<file path="src/rtl/vnl_pkg.sv">
`timescale 1ns / 1ps
`default_nettype none
// ----------------------------------------------------------------------------
// vnl_pkg: shared constants for the vector normalize and length block
// Formats of the unit outputs and the default component width.
// ----------------------------------------------------------------------------
package vnl_pkg;

	// Default width of one input component.
	localparam int COMPONENT_BITS_DEF = 16;

	// Fraction bits of a unit component (Q1.14) and its port width.
	localparam int UNIT_FRAC = 14;
	localparam int UNIT_BITS = 16;

	// Quotient m^2 * 2^28 / S is at most 2^28, so it needs 29 bits.
	localparam int QUOT_BITS = 2 * UNIT_FRAC + 1;

	// The quotient is padded to an even width for the square root.
	localparam int QROOT_OP_BITS = QUOT_BITS + 1;

endpackage
`default_nettype wire

</file>
<file path="src/rtl/vnl_div.sv">
`timescale 1ns / 1ps
`default_nettype none
// ----------------------------------------------------------------------------
// vnl_div: pipelined restoring divider
// Computes floor(num * 2^(QB-1) / den) for num <= den, one bit per stage.
// ----------------------------------------------------------------------------
module vnl_div #(
	parameter int SW      = 32,
	parameter int SB_BITS = 1
) (
	input  wire logic                       clk,
	input  wire logic                       arst_n,
	input  wire logic                       adv,
	input  wire logic                       in_valid,
	input  wire logic [SW-1:0]              num,
	input  wire logic [SW-1:0]              den,
	input  wire logic [SB_BITS-1:0]         in_sb,
	output logic                            out_valid,
	output logic [vnl_pkg::QUOT_BITS-1:0]   quot,
	output logic [SB_BITS-1:0]              out_sb
);
	localparam int QB = vnl_pkg::QUOT_BITS;

	logic [SW-1:0]      rem_s [1:QB];
	logic [SW-1:0]      den_s [1:QB];
	logic [QB-1:0]      quo_s [1:QB];
	logic [SB_BITS-1:0] sb_s  [1:QB];
	logic               vld_s [1:QB];

	for (genvar j = 0; j < QB; j++) begin : g_step
		logic [SW:0]        r2, den_x, diff;
		logic [SW-1:0]      cur_den;
		logic [QB-1:0]      cur_quo;
		logic [SB_BITS-1:0] cur_sb;
		logic               cur_vld, ge;

		// The first stage takes the numerator unshifted; it is at most den.
		if (j == 0) begin : g_first
			assign r2      = {1'b0, num};
			assign cur_den = den;
			assign cur_quo = '0;
			assign cur_sb  = in_sb;
			assign cur_vld = in_valid;
		end else begin : g_next
			assign r2      = {rem_s[j], 1'b0};
			assign cur_den = den_s[j];
			assign cur_quo = quo_s[j];
			assign cur_sb  = sb_s[j];
			assign cur_vld = vld_s[j];
		end

		assign den_x = {1'b0, cur_den};
		assign ge    = (r2 >= den_x);
		assign diff  = ge ? (r2 - den_x) : r2;

		always_ff @(posedge clk or negedge arst_n) begin
			if (!arst_n) begin
				vld_s[j+1] <= 1'b0;
			end else if (adv) begin
				vld_s[j+1] <= cur_vld;
			end
		end

		always_ff @(posedge clk) begin
			if (adv) begin
				rem_s[j+1] <= diff[SW-1:0];
				den_s[j+1] <= cur_den;
				quo_s[j+1] <= {cur_quo[QB-2:0], ge};
				sb_s[j+1]  <= cur_sb;
			end
		end
	end

	assign out_valid = vld_s[QB];
	assign quot      = quo_s[QB];
	assign out_sb    = sb_s[QB];
endmodule
`default_nettype wire

</file>
<file path="config.mk">
export PLATFORM = sky130hd
export DESIGN_NAME = vnl_div
export DESIGN_NICKNAME = d
export VERILOG_FILES = /design/src/rtl/vnl_pkg.sv /design/src/rtl/vnl_div.sv
export SDC_FILE = /design/constraint.sdc
export NUM_CORES = 2
export LEC_CHECK = 0
export ABC_AREA = 0
export BUFFER_PORTS_ARGS = -buffer_cell sky130_fd_sc_hd__buf_4
export CAP_MARGIN = 0
export CELL_PAD_IN_SITES_DETAIL_PLACEMENT = 1
export CELL_PAD_IN_SITES_GLOBAL_PLACEMENT = 2
export CORE_MARGIN = 1.5
export CORE_UTILIZATION = 24
export CTS_BUF_LIST = sky130_fd_sc_hd__clkbuf_8
export CTS_CLUSTER_SIZE = 25
export DETAILED_ROUTE_END_ITERATION = 16
export PLACE_DENSITY = 0.54
export SLEW_MARGIN = 15
export SYNTH_ARGS = -nofsm -noshare
export SYNTH_HDL_FRONTEND = slang
export SYNTH_SLANG_ARGS = --single-unit
</file>
<file path="constraint.sdc">
create_clock -name clk -period 8.2 [get_ports clk]
set_clock_uncertainty 0.1 [all_clocks]
set_input_delay 1.23 -clock clk [delete_from_list [all_inputs] [get_ports clk]]
set_output_delay 1.23 -clock clk [all_outputs]
set_load 0.05 [all_outputs]
</file>
==> metrics.txt <==
status completed; Max Slew Vio Count 0; final setup vio count 0; Synth area leaders edfxtp_1 (54%), ha_1 (9.2%), a21oi_1 (3.4%); port bufs 99; via count 84100; RSZ-0062 raised after global routing no; Crit Path Max Fanout 63; Via density 4.48; CP dominant cell by count and3_1; post-route DRC violation count 0; critical path type register to register; post-route setup slack 3460 ps; cell count of the worst reg-to-reg path 13; period utilization 0.578; synth cell count leaders edfxtp_1 (2256), inv_1 (1153), ha_1 (927), a21oi_1 (866), nand2_1 (866); CP endpoint kind register; Post-synth EDFFs 2256; cell family with most CP delay compound AO/OA/AOI/OAI gates; Die Wd 728 um; final critical-path required period 4740 ps; CTS tree done; initial antenna violation count 13; post-route ant nets 0; top achievable clock speed 211 MHz; Hold WS 266 ps; Synth top area share 0.537; Final #Nets 12500; crit path cell chain ha_1 -> and3_1 -> and3_1 -> a221o_1 -> a21oi_1 -> o311ai_1 -> a31o_2 -> a31oi_1 -> nor4_1 -> nor4_4 -> buf_4 -> a211oi_1 -> a21o_1; gr ovfl total 0; vias in the first global route 88900; Stages on worst setup path 13; WP buf/inv 1; WL met3 13300 um; CTS H-tree lvls 5; largest net degree at the start of global routing 174; fin util 0.276; Min-Delay Path Class register to register; TritonCTS Buffers 446; Routability Congestion 0.832; Die Area 0.530 mm^2; sequential cell area fraction in the yosys report 0.543; pre-CTS WS 2890 ps; Yosys reg bits 2285; number of DRC markers in iteration 0 4316; initial core utilization 0.242; Pleak 57.5 nW; CP Launch Type register; met2 wire length 160000 um; mapped cell area 0.126 mm^2; post-CTS sizing 0; Rows 265; Sink Count 2285; final hold vios 0; Post-synth top flop edfxtp_1; CP max-delay cell buf_4; post-synthesis area per instance 11.4 um^2; Total Routed Length 340000 um; clk buf depth 4; Mapped Cells 11000; Synth Warn # 0; area delta synth->final 14.3%; die height 728 um; clock edge transition at the registers on the reported setup and hold paths 60 ps; highest metal used met4; Worst path max stage delay 490 ps; IO Pins 100; drt first pass iters 5; routed metal-1 wire length 158000 um; GRT Resource Usage Total 0.125; CP required 9000 ps; CORE AREA 0.522 mm^2; dpl hpwl 255000 um; Syn Nets 12100; layout cells sized above 1 0.0981; root buffer cell clkbuf_8; Max-slew headroom 0.227; PwrDens 393 mW/mm^2; Hold Path Depth 0; first-pass GRT wire length 527000 um; count leader, synth edfxtp_1; crit path DAT 5540 ps; Avg WL per Cell 18.1 um; largest area contributor in the netlist edfxtp_1; Worst-Skew Late Latency 1190 ps; total power 0.0566 W; setup TNS 0 ps; Distinct cells, synth 101; ys async rst share 0.0127; Max VDD drop 0.134 mV; Slew @ Worst Pin 1160 ps; maximum capacitance violations 0
## metal layers
metal,up-vias,global-route usage
li1,41300,-
met2,1107,0.210
met1,41200,0.166
met3,506,0.0207
met5,-,0
met4,0,0.0323
## final cells by class
class	instances	area, um^2
repair buffers	192	1720
clock buffers	451	6210
inverters	1154	4330
fillers	58200	378000
clock inverters	365	2350
well taps	6942	8690
flip-flops and latches	2285	68500
multi-input cells	7347	52300
diodes	7	17.5
## sequential cells by signal, summed over array words and instances, names as in the netlist
name            cells
rem_s             896
g_step.cur_vld     28
out_valid           1
den_s             896
quo_s             435
sb_s               29
## power breakdown
| part | leakage [nW] | total (W) | internal, W | switching, W |
|---|---|---|---|---|
| clock network | 4.78 | 0.0113 | 0.00593 | 0.00534 |
| logic | 30.2 | 0.0259 | 0.0110 | 0.0149 |
| registers | 22.5 | 0.0194 | 0.0174 | 0.00199 |
## kinds of logic (layout without fill, tap and decap cells)
logic type | Yosys count | after routing | share of synthesized area
compound gates | 2975 | 2975 | 0.146
other cells | 0 | 7 | 0
fa+ha+maj | 955 | 955 | 0.0965
simple gates | 2301 | 2301 | 0.0856
mux | 354 | 354 | 0.0323
flops | 2285 | 2285 | 0.543
xor+xnor | 762 | 762 | 0.0529
buf+inv | 1413 | 2162 | 0.0432
## per-stage QoR
stage | cell area (um^2) | instances
after CTS | 144000 | 18700
after global routing | 144000 | 18700
final | 144000 | 18700
after global placement | 135000 | 17900
after floorplan | 126000 | 11000
after detailed placement | 135000 | 17900
## path summary, 6_finish.rpt
path	to	start	slack, ps
worst max register to register	rem_s[0][164]	rem_s[0][134]	3460
min in group asynchronous	g_step[21].cur_vld	arst_n	440
worst min register to register	quo_s[0][353]	quo_s[0][323]	270
worst max-delay path	rem_s[0][164]	rem_s[0][134]	3460
worst min-delay path	quo_s[0][353]	quo_s[0][323]	270
max in group asynchronous	g_step[15].cur_vld	arst_n	7260
## placed cells by master (no fill, tap or decap), types with 32 or more instances in the layout
cell type	netlist	layout
buf_4	6	142
inv_1	1153	1258
edfxtp_1	2256	2256
xnor2_1	445	445
and3_1	63	63
dlygate4sd3_1	0	35
clkinv_2	0	70
nor4_1	38	35
nor3_1	95	95
nand3_1	169	169
a21o_1	449	448
nor2_1	509	509
o31a_1	34	33
and2_1	40	40
a31oi_1	98	96
o211ai_1	34	34
nor2b_1	130	130
nand2b_1	126	126
nand4_1	153	153
a21boi_0	32	32
clkinv_1	0	138
ha_1	927	927
mux2_2	304	304
clkbuf_8	0	451
o31ai_1	53	52
o21a_1	116	115
a211oi_1	73	73
a21oi_1	866	861
o21bai_1	96	96
nand2_1	866	865
xor2_1	317	317
o21ai_0	835	835
## worst register-to-register path: stages, from the launching register on
cell,delay [ps]
edfxtp_1,410
ha_1,400
and3_1,200
and3_1,310
a221o_1,430
a21oi_1,470
o311ai_1,230
a31o_2,330
a31oi_1,420
nor4_1,190
nor4_4,180
buf_4,490
a211oi_1,170
a21o_1,190
## repair_timing
| item | 4_1_cts | 5_1_grt |
|---|---|---|
| buffers inserted | 0 | 0 |
| hold buffers | 35 | 0 |
| setup endpoints to repair | 0 | 0 |
| hold endpoints to repair | 63 | 0 |
Note: power is estimated with default switching activity, not from simulation.
