File: src/rtl/vnl_pkg.sv
`timescale 1ns / 1ps
`default_nettype none
// ----------------------------------------------------------------------------
// vnl_pkg: shared constants for the vector normalize and length block
// Formats of the unit outputs and the default component width.
// ----------------------------------------------------------------------------
package vnl_pkg;

	// Default width of one input component.
	localparam int COMPONENT_BITS_DEF = 16;

	// Fraction bits of a unit component (Q1.14) and its port width.
	localparam int UNIT_FRAC = 14;
	localparam int UNIT_BITS = 16;

	// Quotient m^2 * 2^28 / S is at most 2^28, so it needs 29 bits.
	localparam int QUOT_BITS = 2 * UNIT_FRAC + 1;

	// The quotient is padded to an even width for the square root.
	localparam int QROOT_OP_BITS = QUOT_BITS + 1;

endpackage
`default_nettype wire

File: src/rtl/vnl_square.sv
`timescale 1ns / 1ps
`default_nettype none
// ----------------------------------------------------------------------------
// vnl_square: squares and squared length
// Two stages: component magnitudes squared, then the sum of the squares.
// ----------------------------------------------------------------------------
module vnl_square #(
	parameter int C_BITS = vnl_pkg::COMPONENT_BITS_DEF
) (
	input  wire logic                  clk,
	input  wire logic                  arst_n,
	input  wire logic                  adv,
	input  wire logic                  in_valid,
	input  wire logic [C_BITS-1:0]     cx,
	input  wire logic [C_BITS-1:0]     cy,
	input  wire logic [C_BITS-1:0]     cz,
	output logic                       out_valid,
	output logic [2*C_BITS-1:0]        sq_x,
	output logic [2*C_BITS-1:0]        sq_y,
	output logic [2*C_BITS-1:0]        sq_z,
	output logic [2*C_BITS-1:0]        sum,
	output logic [2:0]                 signs,
	output logic                       zero
);
	localparam int SW = 2 * C_BITS;

	logic [C_BITS-1:0] mag_x, mag_y, mag_z;
	logic [SW-1:0]     sq_x_s1, sq_y_s1, sq_z_s1;
	logic [2:0]        sign_s1;
	logic              vld_s1;
	logic [SW-1:0]     sq_x_s2, sq_y_s2, sq_z_s2, sum_s2;
	logic [2:0]        sign_s2;
	logic              zero_s2, vld_s2;

	// Magnitudes; the most negative value maps to its exact unsigned size.
	assign mag_x = cx[C_BITS-1] ? (~cx + 1'b1) : cx;
	assign mag_y = cy[C_BITS-1] ? (~cy + 1'b1) : cy;
	assign mag_z = cz[C_BITS-1] ? (~cz + 1'b1) : cz;

	// Valid bits of both stages.
	always_ff @(posedge clk or negedge arst_n) begin
		if (!arst_n) begin
			vld_s1 <= 1'b0;
			vld_s2 <= 1'b0;
		end else if (adv) begin
			vld_s1 <= in_valid;
			vld_s2 <= vld_s1;
		end
	end

	// Stage 1 squares each magnitude, stage 2 adds them.
	always_ff @(posedge clk) begin
		if (adv) begin
			sq_x_s1 <= SW'(mag_x) * SW'(mag_x);
			sq_y_s1 <= SW'(mag_y) * SW'(mag_y);
			sq_z_s1 <= SW'(mag_z) * SW'(mag_z);
			sign_s1 <= {cx[C_BITS-1], cy[C_BITS-1], cz[C_BITS-1]};
			sq_x_s2 <= sq_x_s1;
			sq_y_s2 <= sq_y_s1;
			sq_z_s2 <= sq_z_s1;
			sum_s2  <= sq_x_s1 + sq_y_s1 + sq_z_s1;
			zero_s2 <= ((sq_x_s1 | sq_y_s1 | sq_z_s1) == '0);
			sign_s2 <= sign_s1;
		end
	end

	assign out_valid = vld_s2;
	assign sq_x      = sq_x_s2;
	assign sq_y      = sq_y_s2;
	assign sq_z      = sq_z_s2;
	assign sum       = sum_s2;
	assign signs     = sign_s2;
	assign zero      = zero_s2;
endmodule
`default_nettype wire

File: config.mk
export PLATFORM = sky130hd
export DESIGN_NAME = vnl_square
export DESIGN_NICKNAME = d
export VERILOG_FILES = /design/src/rtl/vnl_pkg.sv /design/src/rtl/vnl_square.sv
export SDC_FILE = /design/constraint.sdc
export NUM_CORES = 2
export LEC_CHECK = 0
export BUFFER_PORTS_ARGS = -buffer_cell sky130_fd_sc_hd__buf_2
export CELL_PAD_IN_SITES_DETAIL_PLACEMENT = 0
export CELL_PAD_IN_SITES_GLOBAL_PLACEMENT = 1
export CORE_ASPECT_RATIO = 2
export CORE_MARGIN = 2
export CORE_UTILIZATION = 25
export DETAILED_ROUTE_END_ITERATION = 8
export PLACE_DENSITY_LB_ADDON = 0.1
export SLEW_MARGIN = 15
export SYNTH_ARGS = -nofsm -noshare
export SYNTH_HDL_FRONTEND = slang
export SYNTH_SLANG_ARGS = --single-unit
export TNS_END_PERCENT = 100
File: constraint.sdc
create_clock -name clk -period 3.57 [get_ports clk]
set_input_delay 0.714 -clock clk [delete_from_list [all_inputs] [get_ports clk]]
set_output_delay 0.714 -clock clk [all_outputs]
set_load 0.01 [all_outputs]
==> results.sh <==
export IMPL_cp_start_kind="input port"
export IMPL_vias=25650
export IMPL_place_congestion=0.9086
export IMPL_crit_start="cz[5]"
export IMPL_nNetsFinal=5196
export IMPL_insertion_delay_ns=0.61
export IMPL_ys_warn_count=0
export IMPL_fp_dieW_um=256.2
export IMPL_drtAntennaViolNets=0
export IMPL_hpwl_mm=106.7
export IMPL_drc=0
export IMPL_syn_avg_cell_area_um2=10.09
export IMPL_final_area_mm2=0.04744
export IMPL_synth_edf_count=225
export IMPL_grt_pass1_wl_mm=179.7
export IMPL_timing_final_ws_setup_ns=-3.484
export IMPL_cts_inserted_buffers=28
export IMPL_die_h_um=508.4
export IMPL_outcome="finished with violations"
export IMPL_synthCells=3153
export IMPL_first_pass_iters=4
export IMPL_hold_class="in2reg"
export IMPL_cts_root_buffer="clkbuf_16"
export IMPL_finalWirelength_mm=120.4
export IMPL_fillers=12850
export IMPL_ys_async_sr_fraction_pct=0.8811
export IMPL_cts_tree="yes"
export IMPL_grt_busiest_layer="met2"
export IMPL_synthFlopType="edfxtp_1"
export IMPL_worstSetupEndpoint="sq_z_s1[27]$_DFFE_PP_"
export IMPL_drt_iter0_drc=674
export IMPL_antenna_found_initial=1
export IMPL_port_buffer_count=181
export IMPL_r2r_end="sum[30]$_DFFE_PP_"
export IMPL_rows=185
export IMPL_hold_violations=0
export IMPL_rsz0062_at_grt="yes"
export IMPL_netlist_area_leader_share_pct=32.80
export IMPL_gr_usage_met3_pct=1.101
export IMPL_clock_skew_ns=0.02940
export IMPL_cp_max_fo=4
export IMPL_r2r_slack_ns=-0.10
export IMPL_fin_crit_ns=7.054
export IMPL_initial_core_util_pct=25.12
export IMPL_drv_slew=0
export IMPL_maxCapViolations=0
export IMPL_ys_types=86
export IMPL_cts_sinks=227
export IMPL_use_met1_pct=17.27
export IMPL_clock_path_buffers=3
export IMPL_arrival_ns=7.40
export IMPL_final_setup_viol_count=80
export IMPL_yosysTopAreaCell="fa_1"
export IMPL_grt_max_degree=67
export IMPL_synth_top_cells_by_area="fa_1 33%, edfxtp_1 21%, ha_1 14%"
export IMPL_worstSetupPathType="in2reg"
export IMPL_syn2layout_area_growth_pct=49.19
export IMPL_reg2reg_depth=10
export IMPL_core_area_mm2=0.1266
export IMPL_max_freq_ghz=0.1418
export IMPL_wl_per_cell_um=20.15
export IMPL_netlist_area_mm2=0.03180
export IMPL_ys_seq_area_share_pct=21.40
export IMPL_use_met2_pct=40.36
export IMPL_io_pins=185
export IMPL_violations="setup timing"
export IMPL_drive_above_1_share_pct=41.55
export IMPL_grt_pass1_vias=29780
export IMPL_worstSetupEndpointType="flop"
export IMPL_final_util_pct=37.47
export IMPL_htreeDepth=1
export IMPL_ys_ff_latch=227
export IMPL_dpl_cell_area_mm2=0.04263
export IMPL_clk_pin_slew_worst_paths_ns=0.06
export IMPL_slew_headroom_pct=56.47
export IMPL_worst_pin_slew_ns=0.6501
export IMPL_overflow=0
export IMPL_track_usage_pct=18.70
export IMPL_period_share_pct=197.6
export IMPL_r2r_start="sq_y_s1[13]$_DFFE_PP_"
export IMPL_critPathRequiredTime_ns=3.92
export IMPL_routed_via_density=4.291
export IMPL_die_area_mm2=0.1302
==> timing repair <==
item                                    CTS  global route
endpoints found under the hold margin     2             0
resized for setup                       388           234
setup buffers                            95            58
endpoints found under the setup margin   88            87
pin swaps                               232           162
hold buffers                              1             0
==> kinds of logic after synthesis <==
| kind of cell | synth area share, % |
|---|---|
| and+or+nand+nor | 9.116 |
| buffers and inverters | 9.978 |
| DFF | 21.40 |
| muxes | 0.1377 |
| xor gates and xnor gates | 4.946 |
| adders and majority gates | 46.53 |
| AOI/OAI and AO/OA | 7.865 |
| other | 0.02362 |
==> metal layers <==
layer  wire length [µm]  share of wire [%]  vias to the layer above
met4               6546                5.4                        0
met1              38880                 32                    12960
li1                   -                  -                    12120
met3               2166                1.8                      185
met2              72850                 60                      382
met5                  0                  0                        -
==> how the worst min path moves through the flow <==
stage | start | to | slack, ns | cells past startpoint
floorplan | sign_s1[0]$_DFFE_PP_ | signs[0]$_DFFE_PP_ | 0.40 | 0
global placement | sign_s1[2]$_DFFE_PP_ | signs[2]$_DFFE_PP_ | 0.40 | 0
detailed placement | sign_s1[1]$_DFFE_PP_ | signs[1]$_DFFE_PP_ | 0.41 | 0
CTS | cy[15] | sign_s1[1]$_DFFE_PP_ | 0.30 | 1
global route | cy[15] | sign_s1[1]$_DFFE_PP_ | 0.32 | 1
finish | cy[15] | sign_s1[1]$_DFFE_PP_ | 0.34 | 1
==> Yosys cell counts (all sizes together), types with 5 or more instances <==
cell	number
inv	763
fa	521
ha	349
nand2	280
edfxtp	225
nor2	222
a21oi	135
xnor2	115
o21ai	82
xor2	56
a21o	48
clkbuf	48
nand3	32
nand4	21
nor3	21
o21bai	18
a211oi	16
and2	16
clkinv	16
o21a	14
nor4	13
o31ai	13
buf	10
and3	8
nand2b	8
o211ai	7
o41ai	7
a21boi	6
or4	6
a221oi	5
nor4b	5
==> area by class of cell <==
type | count | area [µm²] | share of cell area [%]
well taps | 1683 | 2106 | 4.439
multi-input cells | 2126 | 25920 | 54.63
inverters | 779 | 3052 | 6.432
clock inverters | 18 | 192.7 | 0.4061
flip-flops and latches | 227 | 6807 | 14.35
diodes | 1 | 2.502 | 0.005275
clock buffers | 32 | 715.7 | 1.509
repair buffers | 1112 | 8652 | 18.24
==> sequential cells by signal (all words and copies together) (netlist names), 3 cells and up <==
name     count
sum         32
sq_x_s1     31
signs        3
sq_z        31
sq_y        31
sq_x        31
sq_y_s1     31
sq_z_s1     31
sign_s1      3
==> worst max-delay path, cell delays in order <==
cell,delay (ns)
buf_6,0.09
or4_4,0.55
nor4_4,0.25
or3b_4,0.47
o21ai_4,0.21
xor2_4,0.19
inv_4,0.08
nand2_4,0.07
fa_1,0.44
fa_1,0.57
inv_2,0.04
fa_1,0.53
fa_2,0.44
fa_1,0.49
inv_1,0.05
fa_1,0.50
inv_2,0.05
ha_4,0.30
buf_6,0.12
o2111ai_4,0.12
a211oi_2,0.23
buf_4,0.17
a41oi_4,0.16
buf_6,0.17
o31a_1,0.24
xnor2_1,0.13
==> per-stage QoR <==
step	instances	setup TNS, ns	setup WS, ns	hold slack (ns)
global route	5977	-235.22	-3.740	0.3203
detailed placement	5795	-290.88	-4.485	0.4072
CTS	5925	-221.10	-3.648	0.3022
finish	5978	-219.78	-3.484	0.3391
floorplan	3190	-233.74	-3.862	0.4003
global placement	5795	-291.98	-4.509	0.4011
==> cells in the final DEF (no fill, tap or decap), types with 16 or more instances in the layout <==
cell and instances:
buf_4 794, inv_1 664, fa_1 490, ha_1 251
edfxtp_1 225, nand2_1 205, nor2_1 181, buf_2 166
buf_6 131, ha_4 89, inv_2 87, xnor2_1 80
a21oi_1 74, a21o_1 48, nand2_2 41, a21oi_2 39
conb_1 39, nand2_4 32, fa_2 31, xor2_1 29
clkbuf_16 28, nor2_4 24, xnor2_2 24, nand3_1 24
o21ai_0 24, a21oi_4 22, o21ai_4 21, nand4_1 21
o21ai_2 19, o21ai_1 18, xor2_2 17, nor2_2 17
o21bai_1 16
Power is left out: the tool's default activity adds up to more than one toggle a clock period on the data nets, which glitch-free logic cannot reach.
