<file path="src/rtl/vnl_isqrt.sv">
`timescale 1ns / 1ps
`default_nettype none
// ----------------------------------------------------------------------------
// vnl_isqrt: pipelined integer square root
// One result bit per stage, floor of the root, with a sideband carried along.
// ----------------------------------------------------------------------------
module vnl_isqrt #(
	parameter int OP_BITS = 32,
	parameter int SB_BITS = 1
) (
	input  wire logic                  clk,
	input  wire logic                  arst_n,
	input  wire logic                  adv,
	input  wire logic                  in_valid,
	input  wire logic [OP_BITS-1:0]    op,
	input  wire logic [SB_BITS-1:0]    in_sb,
	output logic                       out_valid,
	output logic [OP_BITS/2-1:0]       root,
	output logic [SB_BITS-1:0]         out_sb
);
	localparam int N  = OP_BITS / 2;
	localparam int RW = N + 3;

	logic [OP_BITS-1:0] op_s   [1:N];
	logic [RW-1:0]      rem_s  [1:N];
	logic [N-1:0]       root_s [1:N];
	logic [SB_BITS-1:0] sb_s   [1:N];
	logic               vld_s  [1:N];

	for (genvar i = 0; i < N; i++) begin : g_step
		logic [OP_BITS-1:0] cur_op;
		logic [RW-1:0]      cur_rem, rem_sh, trial;
		logic [N-1:0]       cur_root;
		logic [SB_BITS-1:0] cur_sb;
		logic               cur_vld, ge;

		if (i == 0) begin : g_first
			assign cur_op   = op;
			assign cur_rem  = '0;
			assign cur_root = '0;
			assign cur_sb   = in_sb;
			assign cur_vld  = in_valid;
		end else begin : g_next
			assign cur_op   = op_s[i];
			assign cur_rem  = rem_s[i];
			assign cur_root = root_s[i];
			assign cur_sb   = sb_s[i];
			assign cur_vld  = vld_s[i];
		end

		// Bring down two operand bits and try the next root bit.
		assign rem_sh = {cur_rem[RW-3:0], cur_op[OP_BITS-1 -: 2]};
		assign trial  = {1'b0, cur_root, 2'b01};
		assign ge     = (rem_sh >= trial);

		always_ff @(posedge clk or negedge arst_n) begin
			if (!arst_n) begin
				vld_s[i+1] <= 1'b0;
			end else if (adv) begin
				vld_s[i+1] <= cur_vld;
			end
		end

		always_ff @(posedge clk) begin
			if (adv) begin
				op_s[i+1]   <= cur_op << 2;
				rem_s[i+1]  <= ge ? (rem_sh - trial) : rem_sh;
				root_s[i+1] <= {cur_root[N-2:0], ge};
				sb_s[i+1]   <= cur_sb;
			end
		end
	end

	assign out_valid = vld_s[N];
	assign root      = root_s[N];
	assign out_sb    = sb_s[N];
endmodule
`default_nettype wire

</file>
<file path="config.mk">
export PLATFORM = sky130hd
export DESIGN_NAME = vnl_isqrt
export DESIGN_NICKNAME = d
export VERILOG_FILES = /design/src/rtl/vnl_isqrt.sv
export SDC_FILE = /design/constraint.sdc
export NUM_CORES = 1
export LEC_CHECK = 0
export BUFFER_PORTS_ARGS = -buffer_cell sky130_fd_sc_hd__buf_2
export CAP_MARGIN = 10
export CORE_MARGIN = 2
export CORE_UTILIZATION = 25
export DETAILED_ROUTE_END_ITERATION = 10
export PLACE_DENSITY = 0.5
export SLEW_MARGIN = 20
export SYNTH_ARGS = -nofsm -noshare
export SYNTH_HDL_FRONTEND = slang
export SYNTH_SLANG_ARGS = --single-unit
</file>
<file path="constraint.sdc">
create_clock -name clk -period 3.86 [get_ports clk]
set_clock_uncertainty 0.15 [all_clocks]
set_input_delay 0.193 -clock clk [delete_from_list [all_inputs] [get_ports clk]]
set_output_delay 0.193 -clock clk [all_outputs]
set_load 0.01 [all_outputs]
</file>
==> impl_metrics.ini, run 1 <==
[global_routing]
overflow = 0
first_global_vias = 17003
grt_pass1_wl_mm = 84.6
antenna_found_initial = 0
track_usage = 0.0847
grt_max_degree = 111

[place]
globalplace.congestion = 0.837
pre_cts_slack_ps = 651
io_buffers = 54
dp_hpwl_mm = 35.4

[timing]
hold_violations = 0
min_period_over_period = 0.835
layout_setup_ws_ps = 638
drv_slew = 0
rsz0062_at_grt = no
period_minus_slack_ps = 3220
setup_tns_ps = 0
fmax_ghz = 0.310
finalSetupViolations = 0
relSlewSlack = 0.446
max_slew.worst_pin.slew_ps = 832
whs_ps = 120

[logic_synthesis]
syn_inst = 2136
syn_nets = 2325
synth_cell_types = 83
synth_enable_flop_cells = 629
avgSynthCellArea_sq_um = 13.7
synthFlopType = edfxtp_1
synth.area.top_cells = edfxtp_1 65%, ha_1 6.5%, xnor2_1 3.0%, a21oi_1 2.3%, inv_1 2.3%
ys_ff_latch = 645
yosysSeqAreaShare = 0.659
synth_area_leader_cell = edfxtp_1
yosys_warnings = 0
ys_async_sr_fraction = 0.0248
synth_top_cell_area_share = 0.646
syn-cell-area_sq_mm = 0.0293

[setup_path]
timing.rr.start = rem_s[0][248]
critPathMaxStageDelay_ps = 520
crit_family = compound AO/OA/AOI/OAI gates
critPathMaxFanout = 26
arrival_ps = 3430
critPathBufInv = 0
path_class = register to register
startpoint = rem_s[0][248]
crit_required_ps = 4070
cp-end-kind = register
critPathLaunchType = register
crit_chain = ha_1, a21oi_1, nand2_1, a221oi_1, o31ai_1, a21o_1, nor2b_1, mux2_2
cpMaxStageDelayCell = a221oi_1

[cts]
post_cts_resize_count = 0
clk_pin_slew_ps = 60
ctsLongestPathBuffers = 3
tritoncts = built
worstSkewPairLatency_ps = 630
clock-sinks = 645
cts_setup_buffers = 0
cts_htree_levels = 3
cts_root_buf = clkbuf_16
numCtsBuffers = 75

[routing]
dr_total_vias = 16629
first_pass_iters = 5
finalWirelength_mm = 51.5
drt_iter0_markers = 857
wire_per_inst_um = 13.3
drc = 0
drtAntennaViolNets = 0
routed_via_density = 4.29

[floorplan]
rows = 125
pin_count = 55
initial_utilization = 0.252
die_h_um = 346
core_area_sq_mm = 0.116
fp.dieW_um = 346
dieArea_sq_mm = 0.120

[outcome]
status = complete, no violations

[final_layout]
final_cell_mix = 629 x edfxtp_1, 179 x inv_1, 168 x nor2_1
final_common_cell = edfxtp_1
area_growth_pct = 17.2
layout.nets = 2484
utilization = 0.295
diodes = 0
drive_above_1_share = 0.0992

[pwr]
vdd_drop_max_mv = 0.344
p_per_area_mw_per_mm2 = 545
leakage_nw = 12.8

[job]
cap_violations = 0

[min_path]
hold_path_class = input port to register
min_from = op[18]
## synth_stat cells (4+ instances only)
cell type and count:
edfxtp_1 629, nand2b_1 31, xnor2_1 99, nor3_1 41, nor2_1 168, mux2_1 32, o21a_1 32, o31a_1 7
a211oi_1 9, or4_1 9, a21oi_1 136, nand3b_1 8, dfrtp_1 16, nand2_1 79, inv_1 179, o211ai_1 13
nor2b_1 22, buf_2 10, o21ai_0 47, nor3b_1 4, and3_1 7, nand3_1 32, a21o_1 34, nand4_1 25
o21ai_1 28, xor2_1 74, a31oi_1 14, and2_1 14, ha_1 152, o22ai_1 4, o21bai_1 10, or2_2 6
o31ai_1 8, or3_1 19, nor4_1 19, clkbuf_1 19, mux2i_1 6, mux2_2 34
## per-stage QoR
stage	instance area, sq um	cells	total power (W)
floorplan	29300	2136	0.0112
global placement	31600	3704	0.0119
detailed placement	31600	3704	0.0120
CTS	34300	3872	0.0190
global route	34300	3872	0.0197
finish	34300	3872	0.0187
## area by class of cell
| type | instances | area (sq um) |
|---|---|---|
| fillers | 11565 | 81900 |
| flip-flops and latches | 645 | 19300 |
| multi-input cells | 1280 | 9170 |
| clock buffers | 91 | 1960 |
| well taps | 1524 | 1910 |
| repair buffers | 112 | 886 |
| inverters | 181 | 679 |
| clock inverters | 39 | 388 |
## worst register-to-register path, stage by stage, from the launching register on
cell and delay [ps]:
edfxtp_1 390, ha_1 390, a21oi_1 170, nand2_1 100, a221oi_1 520, o31ai_1 220, a21o_1 510, nor2b_1 270
mux2_2 250
## state kept, by name, summed over array words and instances (netlist names)
name and count:
sb_s 16, root_s 136, rem_s 237, op_s 240, g_step.cur_vld 15, out_valid 1
## per-layer routing
| layer | share of wire | vias up | track usage | routed length [um] |
|---|---|---|---|---|
| met4 | 0.036 | 0 | 0.0364 | 1860 |
| met5 | 0 | - | 0 | 0 |
| li1 | - | 8223 | - | - |
| met3 | 0.039 | 131 | 0.0193 | 2020 |
| met1 | 0.43 | 7952 | 0.0977 | 21900 |
| met2 | 0.50 | 323 | 0.150 | 25700 |
## cell families after synthesis
family	synth area share
adders and majority gates	0.0650
DFF	0.659
AOI/OAI and AO/OA	0.0811
xor gates and xnor gates	0.0518
and+or+nand+nor	0.0878
muxes	0.0275
buffers and inverters	0.0275
other	0.000128
## power breakdown
part           switching [W]  leakage (nW)  internal (W)
Clock                0.00280          1.14       0.00396
Sequential          0.000444          6.22       0.00870
Combinational        0.00151          5.49       0.00127
## timing repair
action / 4_1_cts / 5_1_grt
endpoints found under the hold margin: 115 / 0
setup endpoints to repair: 0 / 0
hold buffers: 38 / 0
## worst paths after layout
path,depth (start not counted),slack [ps],end
hold reg to reg,0,260,op_s[0][238]
min in group asynchronous,3,530,out_valid
max in group asynchronous,3,2570,g_step[1].cur_vld
setup / recovery,8,640,rem_s[0][282]
setup reg to reg,8,640,rem_s[0][282]
hold / removal,2,120,op_s[0][48]
Note: power is estimated with default switching activity, not from simulation.
==> run 2: changes to the inputs <==
- ABC_AREA: default -> 1
- PLACE_DENSITY: 0.5 -> 0.51
- clock period: 3.86 -> 2.8 ns (I/O delays scaled with it)
==> run 2 against run 1 <==
Area after synthesis increased by 13%. Die area increased by 13%. Sequential power increased by 36%. Flip-flop and latch count unchanged. Largest power group unchanged. Critical path type unchanged. Largest cell class unchanged.
==> impl_metrics.ini, run 2 <==
[outcome]
status = complete, no violations

[pwr]
p_per_area_mw_per_mm2 = 689
leakage_nw = 17.2
finalPower_w = 0.0267
vdd_drop_max_mv = 0.483

[timing]
fmax_ghz = 0.390
drv_slew = 0
hold_violations = 0
rsz0062_at_grt = no
max_slew.worst_pin.slew_ps = 713
min_period_over_period = 0.916
finalSetupViolations = 0
setup_tns_ps = 0
period_minus_slack_ps = 2570
relSlewSlack = 0.523

[routing]
wire_per_inst_um = 12.8
drtAntennaViolNets = 0
dr_total_vias = 22657
finalWirelength_mm = 70.4
drc = 0
drt_iter0_markers = 1399
routed_via_density = 4.13
first_pass_iters = 5

[setup_path]
critPathLaunchType = register
critPathMaxStageDelay_ps = 460
r2r_slack_ps = 230
cpMaxStageDelayCell = edfxtp_1
arrival_ps = 2920
crit_required_ps = 3150
crit_chain = inv_1, ha_1, nand2_1, nor2_1, nand4_4, nand3_4, nand2_1, nand2_1
cp-end-kind = register
critPathMaxFanout = 18
timing.rr.start = root_s[0][212]
cp_common_cell = nand2_1
reg2reg_depth = 8
worstReg2RegEnd = rem_s[0][278]
path_class = register to register

[floorplan]
pin_count = 55
fp.dieW_um = 368
dieArea_sq_mm = 0.135
initial_utilization = 0.252
die_h_um = 368
core_area_sq_mm = 0.131
rows = 133

[cts]
worstSkewPairLatency_ps = 670
clk_pin_slew_ps = 60
numCtsBuffers = 76
cts_root_buf = clkbuf_16
tritoncts = built
cts_htree_levels = 3
ctsLongestPathBuffers = 3
clock-sinks = 645

[final_layout]
layout.nets = 3863
fin_cells = 5488
final_cell_mix = 1116 x nand2_1, 629 x edfxtp_1, 603 x inv_1
largest_register_ff_count = 240
drive_above_1_share = 0.0734
area_growth_pct = 17.1
reg_top3 = op_s: 240 flops, rem_s: 237 flops, root_s: 136 flops
finalInstanceArea_sq_mm = 0.0387
largest_register = op_s
final_common_cell = nand2_1
utilization = 0.295
diodes = 0

[logic_synthesis]
synth_cell_types = 49
avgSynthCellArea_sq_um = 9.50
synth_area_leader_cell = edfxtp_1
synthFlopType = edfxtp_1
ys_async_sr_fraction = 0.0248
synth.area.top_cells = edfxtp_1 57%, nand2_1 13%, inv_1 6.8%, ha_1 5.8%, nand3_1 2.7%
yosysSeqAreaShare = 0.584
ys_ff_latch = 645
synthTopCellsByCount = 1116 x nand2_1, 629 x edfxtp_1, 603 x inv_1, 200 x nor2_1, 175 x nand3_1
syn_inst = 3477
synth_enable_flop_cells = 629
syn-cell-area_sq_mm = 0.0330
synth_top_cell_area_share = 0.572
syn_nets = 3666
yosys_warnings = 0
yosysMostFrequentCell = nand2_1

[min_path]
hold_path_class = input port to register
min_from = op[0]
whs_endpoint = op_s[0][30]
min_path_cells = 2

[place]
dp_cells = 5292
placed_cell_area_sq_mm = 0.0357
globalplace.congestion = 0.865
io_buffers = 54
dp_hpwl_mm = 51.9

[global_routing]
grt_max_degree = 86
antenna_found_initial = 0
grt_pass1_wl_mm = 114
track_usage = 0.104
overflow = 0
first_global_vias = 21985

[job]
cap_violations = 0
## run 2: critical path: cells and delay by family (launching register included)
| family | cells | cell delay (ps) |
|---|---|---|
| adders and majority gates | 1 | 350 |
| and+or+nand+nor | 6 | 1380 |
| buffers and inverters | 1 | 70 |
| DFF | 1 | 460 |
## run 2: worst max-delay path by stage
stage                    end  slack, ps           start  depth (start not counted)
5_1_grt        rem_s[0][199]         30   rem_s[0][173]                         11
4_1_cts        rem_s[0][286]         10   rem_s[0][274]                          9
3_3_place_gp   rem_s[0][286]         20   rem_s[0][274]                          9
2_1_floorplan  rem_s[0][197]        730   rem_s[0][174]                         12
6_report       rem_s[0][278]        230  root_s[0][212]                          8
3_5_place_dp   rem_s[0][298]         30   rem_s[0][274]                          9
## run 2: logic make-up (layout without fill, tap and decap cells)
logic type | Yosys count | in the layout | share of synthesized area
AND/OR/NAND/NOR | 1720 | 1720 | 0.223
buffers and inverters | 651 | 907 | 0.0777
flip-flops | 645 | 645 | 0.584
AO/OA/AOI/OAI | 224 | 224 | 0.0356
other | 1 | 1 | 0.000113
XOR/XNOR | 84 | 84 | 0.0223
adder cells (fa/ha/maj) | 152 | 152 | 0.0576
## run 2: metrics by stage
stage	worst slack (ps)	hold slack [ps]
4_1_cts	10.2	1.83
2_1_floorplan	732	-306
5_1_grt	28.7	32.2
3_5_place_dp	28.1	-76.8
6_report	234	61.6
3_3_place_gp	21.9	-83.3
## run 2: layout make-up
class | instances | area [sq um]
Multi-Input combinational cell | 2181 | 11200
Sequential cell | 645 | 19300
Timing Repair Buffer | 153 | 1260
Inverter | 617 | 2320
Fill cell | 13633 | 92600
Tap cell | 1755 | 2200
Clock inverter | 37 | 400
Clock buffer | 100 | 2050
## run 2: per-layer routing
metal,vias up,track usage,wire [um]
li1,11782,-,-
met1,10349,0.138,33700
met2,393,0.168,31900
met3,133,0.0168,2540
met4,0,0.0420,2350
met5,-,0,0
## run 2: what timing repair did
action	CTS	global route
buffers inserted	0	0
endpoints found under the setup margin	0	18
endpoints found under the hold margin	137	0
resized for setup	0	1
hold buffers	59	0
## run 2: power breakdown
part / leakage [nW] / switching, W / internal, W / total [W]
Sequential: 6.23 / 0.000552 / 0.0118 / 0.0124
Combinational: 9.81 / 0.00295 / 0.00163 / 0.00458
Clock: 1.19 / 0.00410 / 0.00561 / 0.00970
==> run 3: changes to the inputs <==
- CORE_MARGIN: 2 -> default
- RECOVER_POWER: default -> 50
==> run 3 against run 2 <==
Combinational power barely moved. Design area fell by 0.10%. Core utilization barely moved. Critical path depth fell by 4. Power rose by 0.55%. Clock power rose by 2%. Maximum frequency fell by 0.40%. Sequential share of layout area rose by 0.050 points. Hold slack got worse by 9.7 ps. Global-route usage rose by 0.17 points. Register-to-register slack improved by 50 ps.
==> impl_metrics.ini, run 3 (synthesis results as in run 2) <==
[outcome]
status = complete, no violations

[min_path]
min_from = op[9]
min_path_cells = 2
whs_endpoint = op_s[0][39]
hold_path_class = input port to register

[cts]
worstSkewPairLatency_ps = 670
clk_pin_slew_ps = 50
cts_setup_buffers = 0
numCtsBuffers = 76
tritoncts = built
ctsLongestPathBuffers = 3
cts_root_buf = clkbuf_16
cts_htree_levels = 3
clock-sinks = 645

[place]
globalplace.congestion = 0.888
dp_hpwl_mm = 51.2
io_buffers = 54
pre_cts_slack_ps = 41.5

[routing]
dr_total_vias = 22609
drt_iter0_markers = 1446
drtAntennaViolNets = 0
routed_via_density = 4.13
finalWirelength_mm = 69.5
first_pass_iters = 7
wire_per_inst_um = 12.7
drc = 0

[setup_path]
worstReg2RegEnd = rem_s[0][153]
timing.rr.start = rem_s[0][137]
reg2reg_depth = 8
crit_required_ps = 2980
cp-end-kind = register
r2r_slack_ps = 280
cp_common_cell = clkbuf_1
cpMaxStageDelayCell = clkbuf_1
path_class = input port to register
crit_chain = dlygate4sd3_1, clkbuf_1, clkbuf_1, clkbuf_4
critPathMaxStageDelay_ps = 990
critPathLaunchType = input port
critPathMaxFanout = 21
arrival_ps = 2760

[pwr]
p_per_area_mw_per_mm2 = 693
seq_power_share = 0.462
leakage_nw = 17.2
comb_power_share = 0.170
vdd_drop_max_mv = 0.529
clockPowerShare = 0.368
p_sw_frac = 0.283
p_switching_w = 0.00758
p_int_w = 0.0192

[floorplan]
dieArea_sq_mm = 0.134
pin_count = 55
initial_utilization = 0.252
rows = 133
core_area_sq_mm = 0.131
fp.dieW_um = 366
die_h_um = 366

[global_routing]
first_global_vias = 22080
grt_pass1_wl_mm = 114
track_usage = 0.106
antenna_found_initial = 0
grt_max_degree = 157
overflow = 0

[timing]
rsz0062_at_grt = no
period_minus_slack_ps = 2580
layout_setup_ws_ps = 224
setup_tns_ps = 0
hold_violations = 0
drv_slew = 0
max_slew.worst_pin.slew_ps = 1300
min_period_over_period = 0.920
fmax_ghz = 0.388
relSlewSlack = 0.132
finalSetupViolations = 0

[final_layout]
final_common_cell = nand2_1
area_growth_pct = 17.0
diodes = 0
largest_register = op_s
layout.nets = 3857
largest_register_ff_count = 240
drive_above_1_share = 0.0682
reg_top3 = op_s: 240 flops, rem_s: 237 flops, root_s: 136 flops
final_cell_mix = 1116 x nand2_1, 629 x edfxtp_1, 603 x inv_1

[job]
cap_violations = 0
run 3: what timing repair did:
item,in CTS,in global routing
hold endpoints to repair,169,0
hold buffers,62,0
resized for setup,0,2
setup endpoints to repair,0,23
run 3: power groups by stage:
stage | logic, W | registers, W | clock network (W)
floorplan | 0.00332 | 0.0123 | 0
detailed placement | 0.00451 | 0.0126 | 0
global route | 0.00529 | 0.0125 | 0.0106
CTS | 0.00459 | 0.0124 | 0.0103
finish | 0.00455 | 0.0124 | 0.00988
global placement | 0.00449 | 0.0126 | 0
run 3: final cells by class:
| cell class | count | area, sq um |
|---|---|---|
| fill | 13697 | 92600 |
| sequential | 645 | 19300 |
| multi-input combinational | 2181 | 11200 |
| inverter | 617 | 2320 |
| tap | 1755 | 2200 |
| clock buffer | 91 | 1960 |
| timing repair buffer | 147 | 1170 |
| clock inverter | 44 | 546 |
run 3: worst max path at each step:
stage                          end  slack, ps  cells past startpoint     startpoint
CTS                  rem_s[0][286]         20                      9  rem_s[0][274]
floorplan            rem_s[0][197]        730                     12  rem_s[0][174]
global route        root_s[0][152]         30                      4            adv
detailed placement   rem_s[0][286]         40                      9  rem_s[0][274]
finish               rem_s[0][185]        220                      4            adv
global placement     rem_s[0][294]         10                      9  rem_s[0][268]
run 3: stage by stage:
| step | utilization | cells | hold slack [ps] | cell area [sq um] | power (W) |
|---|---|---|---|---|---|
| 2_1_floorplan | - | 3477 | -306 | 33000 | 0.0157 |
| 3_3_place_gp | 0.271 | 5283 | -77.6 | 35600 | 0.0170 |
| 3_5_place_dp | 0.271 | 5283 | -77.4 | 35600 | 0.0171 |
| 4_1_cts | 0.295 | 5480 | 1.96 | 38700 | 0.0272 |
| 5_1_grt | 0.295 | 5480 | 41.2 | 38700 | 0.0283 |
| 6_report | 0.295 | 5480 | 51.9 | 38700 | 0.0268 |
run 3: metal layers:
metal,GRT usage,wire [um]
met1,0.140,33100
met2,0.173,31800
met3,0.0169,2600
met4,0.0384,1970
met5,0,0
run 3: critical path, delay by kind of cell:
kind / cells / cell delay (ps)
buf+inv: 4 / 2590
